<file path="src/sv/utf8d_pkg.sv">
package utf8d_pkg;

   localparam int unsigned CODE_POINT_WIDTH = 21;
   localparam int unsigned QUEUE_DEPTH_DEFAULT = 4;

   localparam logic [7:0] LEAD_TWO_LAST = 8'hDF;
   localparam logic [7:0] LEAD_THREE_LAST = 8'hEF;
   localparam logic [7:0] LEAD_FOUR_LAST = 8'hF7;
   localparam logic [7:0] LEAD_SURROGATE = 8'hED;
   localparam logic [1:0] CONT_TAG = 2'b10;
   localparam logic [2:0] SURROGATE_TAG = 3'b101;

   typedef struct packed {
      logic [CODE_POINT_WIDTH-1:0] code_point;
      logic invalid;
      logic string_last;
      logic run_last;
   } result_type;

   typedef struct packed {
      logic [1:0] count;
      result_type first;
      result_type second;
   } group_type;

   typedef struct packed {
      logic empty;
      logic full;
   } queue_status_type;

endpackage

</file>
<file path="src/sv/utf8d_front.sv">
module utf8d_front
   import utf8d_pkg::*;
(
   input  logic             clock,
   input  logic             reset,
   input  logic             accept,
   input  logic [7:0]       byte_in,
   input  logic             string_end,
   output logic             group_push,
   output group_type        group_out
);

   logic [1:0] need_ff, need_in;
   logic [CODE_POINT_WIDTH-1:0] code_ff, code_in;
   logic ed_ff, ed_in;
   logic fresh_ff, fresh_in;
   result_type em [2];
   logic [1:0] cnt;

   always_comb begin
      need_in = need_ff;
      code_in = code_ff;
      ed_in = ed_ff;
      fresh_in = fresh_ff;
      cnt = 2'd0;
      em[0] = '0;
      em[1] = '0;

      if (byte_in[7:6] == CONT_TAG) begin
         if (need_ff != 2'd0) begin
            if (ed_ff && byte_in[7:5] == SURROGATE_TAG) begin
               em[cnt[0]].invalid = 1'b1;
               cnt = cnt + 2'd1;
               need_in = 2'd0;
            end else begin
               code_in = {code_ff[CODE_POINT_WIDTH-7:0], byte_in[5:0]};
               need_in = need_ff - 2'd1;
               if (need_in == 2'd0) begin
                  em[cnt[0]].code_point = code_in;
                  cnt = cnt + 2'd1;
               end
            end
            ed_in = 1'b0;
         end else if (fresh_ff) begin
            em[cnt[0]].invalid = 1'b1;
            cnt = cnt + 2'd1;
         end
      end else begin
         if (need_ff != 2'd0) begin
            em[cnt[0]].invalid = 1'b1;
            cnt = cnt + 2'd1;
         end
         need_in = 2'd0;
         ed_in = 1'b0;
         priority if (!byte_in[7]) begin
            em[cnt[0]].code_point = CODE_POINT_WIDTH'(byte_in);
            cnt = cnt + 2'd1;
         end else if (byte_in <= LEAD_TWO_LAST) begin
            need_in = 2'd1;
            code_in = CODE_POINT_WIDTH'(byte_in[4:0]);
         end else if (byte_in <= LEAD_THREE_LAST) begin
            need_in = 2'd2;
            code_in = CODE_POINT_WIDTH'(byte_in[3:0]);
            ed_in = (byte_in == LEAD_SURROGATE);
         end else if (byte_in <= LEAD_FOUR_LAST) begin
            need_in = 2'd3;
            code_in = CODE_POINT_WIDTH'(byte_in[2:0]);
         end else begin
            em[cnt[0]].invalid = 1'b1;
            cnt = cnt + 2'd1;
         end
      end

      if (string_end) begin
         if (need_in != 2'd0) begin
            em[cnt[0]].invalid = 1'b1;
            cnt = cnt + 2'd1;
         end
         need_in = 2'd0;
         ed_in = 1'b0;
         fresh_in = 1'b1;
         if (cnt != 2'd0) begin
            em[cnt[1]].string_last = 1'b1;
         end
      end else begin
         fresh_in = 1'b0;
      end

      if (cnt != 2'd0) begin
         em[cnt[1]].run_last = 1'b1;
      end
   end

   assign group_push = accept && (cnt != 2'd0);
   assign group_out = '{count: cnt, first: em[0], second: em[1]};

   always_ff @(posedge clock) begin
      if (reset) begin
         need_ff <= 2'd0;
         code_ff <= '0;
         ed_ff <= 1'b0;
         fresh_ff <= 1'b1;
      end else if (accept) begin
         need_ff <= need_in;
         code_ff <= code_in;
         ed_ff <= ed_in;
         fresh_ff <= fresh_in;
      end
   end

endmodule

</file>
<file path="src/sv/utf8d_queue.sv">
module utf8d_queue
   import utf8d_pkg::*;
#(
   parameter int unsigned QUEUE_DEPTH = QUEUE_DEPTH_DEFAULT
) (
   input  logic             clock,
   input  logic             reset,
   input  logic             wr_en,
   input  group_type        wr_data,
   input  logic             rd_en,
   output group_type        rd_data,
   output queue_status_type status
);

   localparam int unsigned PtrWidth = (QUEUE_DEPTH > 1) ? $clog2(QUEUE_DEPTH) : 1;
   localparam int unsigned CountWidth = $clog2(QUEUE_DEPTH + 1);
   localparam logic [PtrWidth-1:0] PtrLast = PtrWidth'(QUEUE_DEPTH - 1);
   localparam logic [CountWidth-1:0] CountFull = CountWidth'(QUEUE_DEPTH);

   group_type mem_ff [QUEUE_DEPTH];
   logic [PtrWidth-1:0] wr_ptr_ff, wr_ptr_in;
   logic [PtrWidth-1:0] rd_ptr_ff, rd_ptr_in;
   logic [CountWidth-1:0] count_ff, count_in;
   logic do_wr, do_rd;

   assign status.empty = (count_ff == '0);
   assign status.full = (count_ff == CountFull);
   assign do_wr = wr_en && !status.full;
   assign do_rd = rd_en && !status.empty;
   assign rd_data = mem_ff[rd_ptr_ff];

   always_comb begin
      wr_ptr_in = wr_ptr_ff;
      rd_ptr_in = rd_ptr_ff;
      count_in = count_ff;
      if (do_wr) begin
         wr_ptr_in = (wr_ptr_ff == PtrLast) ? '0 : wr_ptr_ff + 1'b1;
      end
      if (do_rd) begin
         rd_ptr_in = (rd_ptr_ff == PtrLast) ? '0 : rd_ptr_ff + 1'b1;
      end
      unique case ({do_wr, do_rd})
         2'b10: count_in = count_ff + 1'b1;
         2'b01: count_in = count_ff - 1'b1;
         default: count_in = count_ff;
      endcase
   end

   always_ff @(posedge clock) begin
      if (reset) begin
         wr_ptr_ff <= '0;
         rd_ptr_ff <= '0;
         count_ff <= '0;
      end else begin
         wr_ptr_ff <= wr_ptr_in;
         rd_ptr_ff <= rd_ptr_in;
         count_ff <= count_in;
      end
   end

   always_ff @(posedge clock) begin
      if (do_wr) begin
         mem_ff[wr_ptr_ff] <= wr_data;
      end
   end

endmodule

</file>
<file path="src/sv/utf8d_back.sv">
module utf8d_back
   import utf8d_pkg::*;
(
   input  logic             clock,
   input  logic             reset,
   input  queue_status_type q_status,
   input  group_type        q_data,
   output logic             q_pop,
   input  logic             pop,
   output logic             empty,
   output result_type       result
);

   group_type group_ff;
   logic valid_ff, valid_in;
   logic sel_ff, sel_in;
   logic last_of_group;
   logic take_next;

   assign last_of_group = sel_ff || (group_ff.count == 2'd1);
   assign take_next = !valid_ff || (pop && last_of_group);
   assign q_pop = take_next && !q_status.empty;
   assign empty = !valid_ff;
   assign result = sel_ff ? group_ff.second : group_ff.first;

   always_comb begin
      valid_in = valid_ff;
      sel_in = sel_ff;
      if (take_next) begin
         valid_in = !q_status.empty;
         sel_in = 1'b0;
      end else if (pop) begin
         sel_in = 1'b1;
      end
   end

   always_ff @(posedge clock) begin
      if (reset) begin
         valid_ff <= 1'b0;
         sel_ff <= 1'b0;
      end else begin
         valid_ff <= valid_in;
         sel_ff <= sel_in;
      end
   end

   always_ff @(posedge clock) begin
      if (q_pop) begin
         group_ff <= q_data;
      end
   end

endmodule

</file>
<file path="src/sv/utf8_stream_decoder.sv">
// Decodes a UTF-8 string that arrives one byte per transaction, with
// req_string_end marking the final byte, into code points of up to 21 bits.
// One byte is accepted every cycle while full is low. A byte gives zero, one
// or two results (an error for a character cut short, then its own result),
// and the result side delivers one result per cycle while pop is high, so
// a run of bytes that each give two results is limited by the output to one
// result per cycle. A result reaches the result ports through registers:
// the decoding stage writes a small queue of per-byte result groups at the
// accepting edge, and the output stage loads one group at a time from it
// into its own register, which drives the result ports.
module utf8_stream_decoder
   import utf8d_pkg::*;
#(
   parameter int unsigned QUEUE_DEPTH = QUEUE_DEPTH_DEFAULT
) (
   input  logic                        clock,
   input  logic                        reset,
   input  logic                        push,
   output logic                        full,
   input  logic [7:0]                  req_byte_in,
   input  logic                        req_string_end,
   output logic                        empty,
   input  logic                        pop,
   output logic [CODE_POINT_WIDTH-1:0] rsp_code_point,
   output logic                        rsp_invalid,
   output logic                        rsp_string_last,
   output logic                        rsp_run_last
);

   queue_status_type q_status;
   group_type front_group;
   group_type q_data;
   logic front_push;
   logic q_pop;
   logic accept;
   result_type result;

   assign full = q_status.full;
   assign accept = push && !q_status.full;

   utf8d_front u_front (
      .clock      (clock),
      .reset      (reset),
      .accept     (accept),
      .byte_in    (req_byte_in),
      .string_end (req_string_end),
      .group_push (front_push),
      .group_out  (front_group)
   );

   utf8d_queue #(
      .QUEUE_DEPTH (QUEUE_DEPTH)
   ) u_queue (
      .clock   (clock),
      .reset   (reset),
      .wr_en   (front_push),
      .wr_data (front_group),
      .rd_en   (q_pop),
      .rd_data (q_data),
      .status  (q_status)
   );

   utf8d_back u_back (
      .clock    (clock),
      .reset    (reset),
      .q_status (q_status),
      .q_data   (q_data),
      .q_pop    (q_pop),
      .pop      (pop),
      .empty    (empty),
      .result   (result)
   );

   assign rsp_code_point = result.code_point;
   assign rsp_invalid = result.invalid;
   assign rsp_string_last = result.string_last;
   assign rsp_run_last = result.run_last;

endmodule

</file>
<file path="config.mk">
export PLATFORM = sky130hd
export DESIGN_NAME = utf8_stream_decoder
export DESIGN_NICKNAME = d
export VERILOG_FILES = /design/src/sv/utf8d_pkg.sv /design/src/sv/utf8d_front.sv /design/src/sv/utf8d_queue.sv /design/src/sv/utf8d_back.sv /design/src/sv/utf8_stream_decoder.sv
export SDC_FILE = /design/constraint.sdc
export NUM_CORES = 1
export LEC_CHECK = 0
export ABC_AREA = 1
export BUFFER_PORTS_ARGS = -buffer_cell sky130_fd_sc_hd__buf_4
export CAP_MARGIN = 20
export CORE_UTILIZATION = 44
export CTS_BUF_LIST = sky130_fd_sc_hd__clkbuf_4 sky130_fd_sc_hd__clkbuf_8
export DETAILED_ROUTE_END_ITERATION = 6
export GPL_TIMING_DRIVEN = 1
export PLACE_DENSITY_LB_ADDON = 0.12
export SKIP_CTS_REPAIR_TIMING = 1
export SYNTH_ARGS = -nofsm -noshare
export SYNTH_HDL_FRONTEND = slang
export SYNTH_HIERARCHICAL = 1
export SYNTH_SLANG_ARGS = --single-unit
</file>
<file path="constraint.sdc">
create_clock -name clock -period 6.6 [get_ports clock]
set_clock_uncertainty 0.05 [all_clocks]
set_input_delay 1.32 -clock clock [delete_from_list [all_inputs] [get_ports clock]]
set_output_delay 1.32 -clock clock [all_outputs]
set_load 0.02 [all_outputs]
</file>
==> results of run 1 <==
power groups by stage:
stage | clock network (W) | logic (W) | registers (W)
after CTS | 0.00146 | 0.00150 | 0.00252
after global routing | 0.00153 | 0.00165 | 0.00255
after detailed placement | 0 | 0.00150 | 0.00255
after global placement | 0 | 0.00149 | 0.00255
after floorplan | 0 | 0.00109 | 0.00252
final | 0.00141 | 0.00147 | 0.00251
tightest hold or removal path, cell delays in order (launching register included):
cell and delay [ns]:
dfxtp_1 0.30, inv_1 0.07, a211oi_2 0.06
cells by family (layout without fill, tap and decap cells):
family	Yosys count	in the layout	synth area share, %
AO/OA/AOI/OAI	206	206	10.4
adder cells (fa/ha/maj)	11	11	1.27
buffers and inverters	125	195	6.23
flip-flops	280	280	71.0
other	1	14	0.0329
AND/OR/NAND/NOR	299	299	11.0
sequential cells by signal, summed over array words and instances (netlist names), 2 cells and up, named ones only:
name               count
u_queue/wr_ptr_ff      2
u_queue/mem_ff       200
u_front/code_ff       15
u_queue/count_ff       3
u_front/need_ff        2
u_back/group_ff       50
u_queue/rd_ptr_ff      2
layout make-up:
type,count,area (sq um)
fillers,2237,12600
flip-flops and latches,280,8110
multi-input cells,530,2680
clock buffers,68,811
well taps,330,413
repair buffers,47,353
inverters,67,264
clock inverters,13,57.6
layer usage:
metal / track usage [%] / up-vias
met5: 0 / -
met4: 6.50 / 0
met3: 3.61 / 37
met2: 29.0 / 151
met1: 25.2 / 3296
li1: - / 3337
synth_stat cells (4+ instances only):
master | instances | area [sq um]
dfxtp_1 | 30 | 601
nand3_1 | 11 | 55.1
edfxtp_1 | 250 | 7510
o21ai_1 | 69 | 345
o22ai_1 | 52 | 325
buf_2 | 15 | 75.1
inv_2 | 9 | 33.8
o21ai_0 | 42 | 210
buf_4 | 22 | 165
clkbuf_1 | 4 | 15.0
nor2_1 | 148 | 556
ha_1 | 10 | 125
nor2_2 | 5 | 31.3
a211oi_2 | 10 | 125
inv_1 | 56 | 210
nand2_1 | 112 | 420
a21oi_1 | 28 | 140
nand2_2 | 7 | 43.8
buf_6 | 17 | 191
per-stage QoR:
step | cell area [sq um] | setup WS [ns]
final | 12700 | 2.64
after global routing | 12700 | 2.43
after CTS | 12700 | 2.66
after detailed placement | 11800 | 2.08
after global placement | 11800 | 2.13
after floorplan | 11500 | 1.10
path summary, 6_finish.rpt:
check,depth (start not counted),start,end,slack [ns]
worst max register to register,18,u_front/need_ff[0]$_SDFFE_PP0P_,u_queue/mem_ff[0][44]$_DFFE_PP_,3.06
worst min register to register,2,u_front/code_ff[14]$_SDFFE_PP0P_,u_front/code_ff[14]$_SDFFE_PP0P_,0.42
worst min-delay path,2,u_front/code_ff[14]$_SDFFE_PP0P_,u_front/code_ff[14]$_SDFFE_PP0P_,0.42
worst max-delay path,20,req_byte_in[7],u_queue/mem_ff[0][44]$_DFFE_PP_,2.64
==> summary.txt, run 1 <==
Cells and area
  • Most common cell after layout, fill and taps aside: edfxtp_1
  • Area grow syn2layout: 11.2%
  • Commonest non-fill, non-tap cells in the layout: edfxtp_1 (250), nor2_1 (144), nand2_1 (112), o21ai_1 (69), inv_1 (56)
  • Ant diodes: 0
  • Layout cells sized above 1: 16.7%
  • Final cell count without fillers: 1335
  • Util after Layout: 50.1%
  • Fin nets: 995

Timing
  • Slew headroom: 44.6%
  • Slew Limit Fails: 0
  • Unrepaired setup endpoints after global routing: false
  • Tcrit/Tclk final: 60.0%
  • Min Tclk post-route: 3.96 ns
  • Setup violations, final: 0
  • Setup TNS: 0 ns
  • Final hold vios: 0
  • Worst-margin pin slew: 0.832 ns
  • Worst hold slack: 0.424 ns
  • Peak Freq: 252 MHz

Detailed routing
  • Top Metal Used: met4
  • Detailed-route DRC error count: 0
  • Drt total wl: 23.2 mm
  • Metal2 WL: 10.7 mm
  • Met3 wire len: 1.05 mm
  • DR vias: 6821
  • Detailed router's first-iteration violation count: 408
  • Antenna-violating nets left: 0
  • Vias per cell: 5.11
  • Met1 wire length: 10.9 mm
  • TritonRoute pass-1 iters: 4
  • DR WL/cell: 17.4 um

Clocking
  • Maximum root-to-sink buffer count: 3
  • Root Driver: clkbuf_8
  • H-tree Lvls: 2
  • Worst-Skew Late Latency: 0.54 ns
  • Clock buffer count from CTS: 45
  • Clock transition at the registers of the reported paths: 0.06 ns
  • Clock sink count: 280
  • CTS tree: built

Pwr
  • Total power: 0.00540 W
  • Power share of the clock group: 26.1%
  • Pleak: 4.52 nW
  • Pint: 0.00363 W
  • Power Dens Cells: 425 mW/mm^2
  • Switching portion of total power: 32.8%
  • Switching Power: 0.00177 W
  • Worst VDD drop: 242 uV
  • Flop pwr share: 46.6%
  • Comb pwr share: 27.3%

Floorplan
  • Initial Util: 45.1%
  • Die extent in y: 163 um
  • Die Wd: 163 um
  • # IOs: 39
  • Die area: 0.0266 sq mm
  • Core area: 0.0253 sq mm
  • Num rows: 58

Worst setup path
  • Crit path required time: 6.71 ns
  • Setup CP Type: primary input to flop
  • Worst path buffer plus inverter count: 6
  • Crit path max fanout: 50
  • Critical path's top delay family: simple AND/OR/NAND/NOR gates
  • Critical Path AT: 4.07 ns
  • Crit-path cells: buf_4, nand2_2, nor2_4, inv_2, nor2_2, ha_1, nand2_1, nand2_1, nand2_2, inv_1, nand2_1, nand3_1, nand2_2, inv_2, nand3_2, nand2_1, inv_1, nand2_1, nor2_4, buf_4
  • Slowest cell on crit path: buf_4
  • CP max stage delay: 0.67 ns
  • Crit. End Element: flop
  • CP startpoint kind: primary input
  • Cell mode on critical path: nand2_1

Logic synthesis
  • Synthesized area: 0.0114 sq mm
  • Seq/Total Area, Yosys: 71.0%
  • Post-synth EDFFs: 250
  • Syn avg cell area: 12.4 sq um
  • Post-synthesis register bit count: 280
  • Dominant synthesized flop cell: edfxtp_1
  • FFs w/ async S/R, synth: 0%
  • Synth cell types: 38
  • Yosys Warn Count: 6
  • Synth Instances: 922

Place
  • Dpl cells: 1254
  • IO Port Bufs: 38
  • Detail Placement HPWL: 13.0 mm
  • Final RePlAce weighted congestion: 0.851

GRT
  • Largest net degree at the start of global routing: 101
  • First-pass GRT wire length: 36.7 mm
  • Tot GR Track Use: 18.3%
  • Vias in the first global route: 6688
  • Initial antenna violation count: 0
  • Total gr overflow: 0

Run
  • Max Cap Viol: 0

Hold path
  • Type of the most critical hold path: flop to flop

Outcome
  • Status: finished clean
Note: power is estimated with default switching activity, not from simulation.
==> inputs of run 2 (changes only) <==
- clock period: 6.6 -> 3.3 ns (I/O delays scaled with it)
==> run 2 against run 1 <==
Total power is 100% higher. Cell count is 1.3% higher. Clock power is 110% higher. Largest power group unchanged. Cell area is 2.4% higher. Die area stayed put. Highest routed layer unchanged.
==> summary.txt, run 2 (same netlist as run 1, synthesis figures left out) <==
Detailed routing
  • Vias per cell: 5.15 (+0.81%)
  • TritonRoute pass-1 iters: 5 (+1)
  • DR WL/cell: 18.2 um (+4.4%)
  • Detailed router's first-iteration violation count: 442 (+8.3%)
  • Drt total wl: 24.6 mm (+5.7%)
  • Antenna-violating nets left: 0 (unchanged)
  • DR vias: 6964 (+2.1%)
  • Detailed-route DRC error count: 0 (unchanged)

GRT
  • Tot GR Track Use: 19.0% (+0.71 points)
  • Largest net degree at the start of global routing: 101 (unchanged)
  • First-pass GRT wire length: 37.9 mm (+3.5%)
  • Initial antenna violation count: 0 (unchanged)
  • Vias in the first global route: 6741 (+0.79%)
  • Total gr overflow: 0 (unchanged)

Cells and area
  • Ant diodes: 0 (unchanged)
  • Largest regs: u_queue/mem_ff: 200 flops, u_back/group_ff: 50 flops, u_front/code_ff: 15 flops
  • Commonest non-fill, non-tap cells in the layout: edfxtp_1 (250), nor2_1 (144), nand2_1 (111), o21ai_1 (69), inv_1 (55)
  • Final cell count without fillers: 1352 (+1.3%)
  • Layout cells sized above 1: 18.4% (+1.7 points)
  • Max reg flops: 200 (unchanged)
  • Design area: 0.0130 sq mm (+2.4%)
  • Largest Register: u_queue/mem_ff
  • Fin nets: 1013 (+1.8%)
  • Area grow syn2layout: 13.9%
  • Most common cell after layout, fill and taps aside: edfxtp_1

Floorplan
  • Num rows: 58 (unchanged)
  • # IOs: 39 (unchanged)
  • Die area: 0.0266 sq mm (unchanged)
  • Core area: 0.0253 sq mm (unchanged)
  • Die extent in y: 163 um (unchanged)
  • Initial Util: 45.1% (unchanged)
  • Die Wd: 163 um (unchanged)

Place
  • Final RePlAce weighted congestion: 0.862 (+1.4%)
  • IO Port Bufs: 38 (unchanged)
  • Dpl cells: 1271 (+1.4%)
  • Detail Placement HPWL: 14.0 mm (+7.2%)
  • Dpl cell area: 0.0121 sq mm (+2.4%)

Clocking
  • Worst-Skew Late Latency: 0.53 ns (about the same)
  • H-tree Lvls: 2 (unchanged)
  • Clock transition at the registers of the reported paths: 0.06 ns (about the same)
  • Maximum root-to-sink buffer count: 3 (unchanged)
  • CTS tree: built
  • Clock buffer count from CTS: 46 (+2.2%)
  • Root Driver: clkbuf_8
  • Clock sink count: 280 (unchanged)

Timing
  • Slew Limit Fails: 0 (unchanged)
  • Peak Freq: 336 MHz
  • Setup violations, final: 0 (unchanged)
  • Worst-margin pin slew: 0.836 ns (+0.00462 ns)
  • Slew headroom: 44.2% (-0.31 points)
  • Final hold vios: 0 (unchanged)
  • Unrepaired setup endpoints after global routing: false
  • Min Tclk post-route: 2.98 ns
  • Tcrit/Tclk final: 90.2%

Pwr
  • Power Dens Cells: 848 mW/mm^2 (+99%)
  • Flop pwr share: 45.9% (-0.7 points)
  • Power share of the clock group: 26.4% (+0.3 points)
  • Switching portion of total power: 32.8% (about the same)
  • Switching Power: 0.00362 W (+100%)
  • Pint: 0.00741 W (+100%)
  • Comb pwr share: 27.7% (+0.4 points)
  • Worst VDD drop: 404 uV (+67%)
  • Pleak: 4.64 nW (+2.7%)

Worst setup path
  • R2R cell count: 25 (+7)
  • CP max stage delay: 0.43 ns (-0.24 ns)
  • CP startpoint kind: flop
  • Crit path required time: 3.68 ns (-3.03 ns)
  • Setup CP Type: flop to flop
  • Crit. End Element: flop
  • CP Depth: 25 (+25%)
  • Critical Path AT: 3.36 ns (-0.71 ns)
  • Cell mode on critical path: nand2_1
  • Slowest cell on crit path: fa_1
  • Critical path's top delay family: adder cells
  • Crit path max fanout: 7 (-86%)
  • Worst path buffer plus inverter count: 8 (+2)

Hold path
  • Hold path depth: 3 (+1)
  • Type of the most critical hold path: primary input to flop

Outcome
  • Status: finished clean

Run
  • Max Cap Viol: 0 (unchanged)
==> run 2: layer usage <==
layer / part of all wire (%) / vias up / global-route usage [%]
met5: 0 / - / 0
met4: 2.6 / 0 / 6.92
met3: 4.5 / 46 / 3.25
met2: 46 / 160 / 29.7
met1: 47 / 3387 / 26.7
li1: - / 3371 / -
==> run 2: worst register-to-register path, delay by kind of cell, from the launching register on <==
family / cells / cell delay, ns
buffers and inverters: 8 / 0.51
flip-flops: 1 / 0.35
AND/OR/NAND/NOR: 13 / 0.82
adder cells (fa/ha/maj): 4 / 1.15
==> run 2: power by group through the flow <==
| stage | logic [W] | clock network (W) | registers (W) |
|---|---|---|---|
| 2_1_floorplan | 0.00221 | 0 | 0.00500 |
| 3_3_place_gp | 0.00307 | 0 | 0.00514 |
| 3_5_place_dp | 0.00309 | 0 | 0.00514 |
| 4_1_cts | 0.00310 | 0.00300 | 0.00507 |
| 5_1_grt | 0.00338 | 0.00315 | 0.00513 |
| 6_report | 0.00306 | 0.00291 | 0.00506 |
==> run 2: final timing paths <==
kind / slack [ns] / from / to
worst max-delay path: 0.32 / u_front/need_ff[0]$_SDFFE_PP0P_ / u_queue/count_ff[2]$_SDFFE_PP0P_
worst min-delay path: 0.33 / pop / u_back/sel_ff$_SDFFE_PP0P_
worst max register to register: 0.32 / u_front/need_ff[0]$_SDFFE_PP0P_ / u_queue/count_ff[2]$_SDFFE_PP0P_
worst min register to register: 0.43 / u_front/code_ff[9]$_SDFFE_PP0P_ / u_front/code_ff[9]$_SDFFE_PP0P_
==> run 2: final cells by class <==
| type | instances | area, sq um |
|---|---|---|
| fill | 2217 | 12300 |
| timing repair buffer | 64 | 618 |
| clock buffer | 67 | 803 |
| multi-input combinational | 530 | 2710 |
| inverter | 67 | 264 |
| sequential | 280 | 8110 |
| clock inverter | 14 | 83.8 |
| tap | 330 | 413 |
==> run 2: through the flow <==
step | hold WS (ns) | power [W] | worst slack, ns | setup TNS, ns | util, %
2_1_floorplan | 0.394 | 0.00722 | -0.0556 | -7.72 | -
3_3_place_gp | 0.413 | 0.00821 | 0.0865 | 0 | 47.8
3_5_place_dp | 0.417 | 0.00823 | 0.0633 | 0 | 47.8
4_1_cts | 0.300 | 0.0112 | 0.240 | 0 | 51.3
5_1_grt | 0.307 | 0.0117 | 0.0106 | 0 | 51.3
6_report | 0.326 | 0.0110 | 0.322 | 0 | 51.3
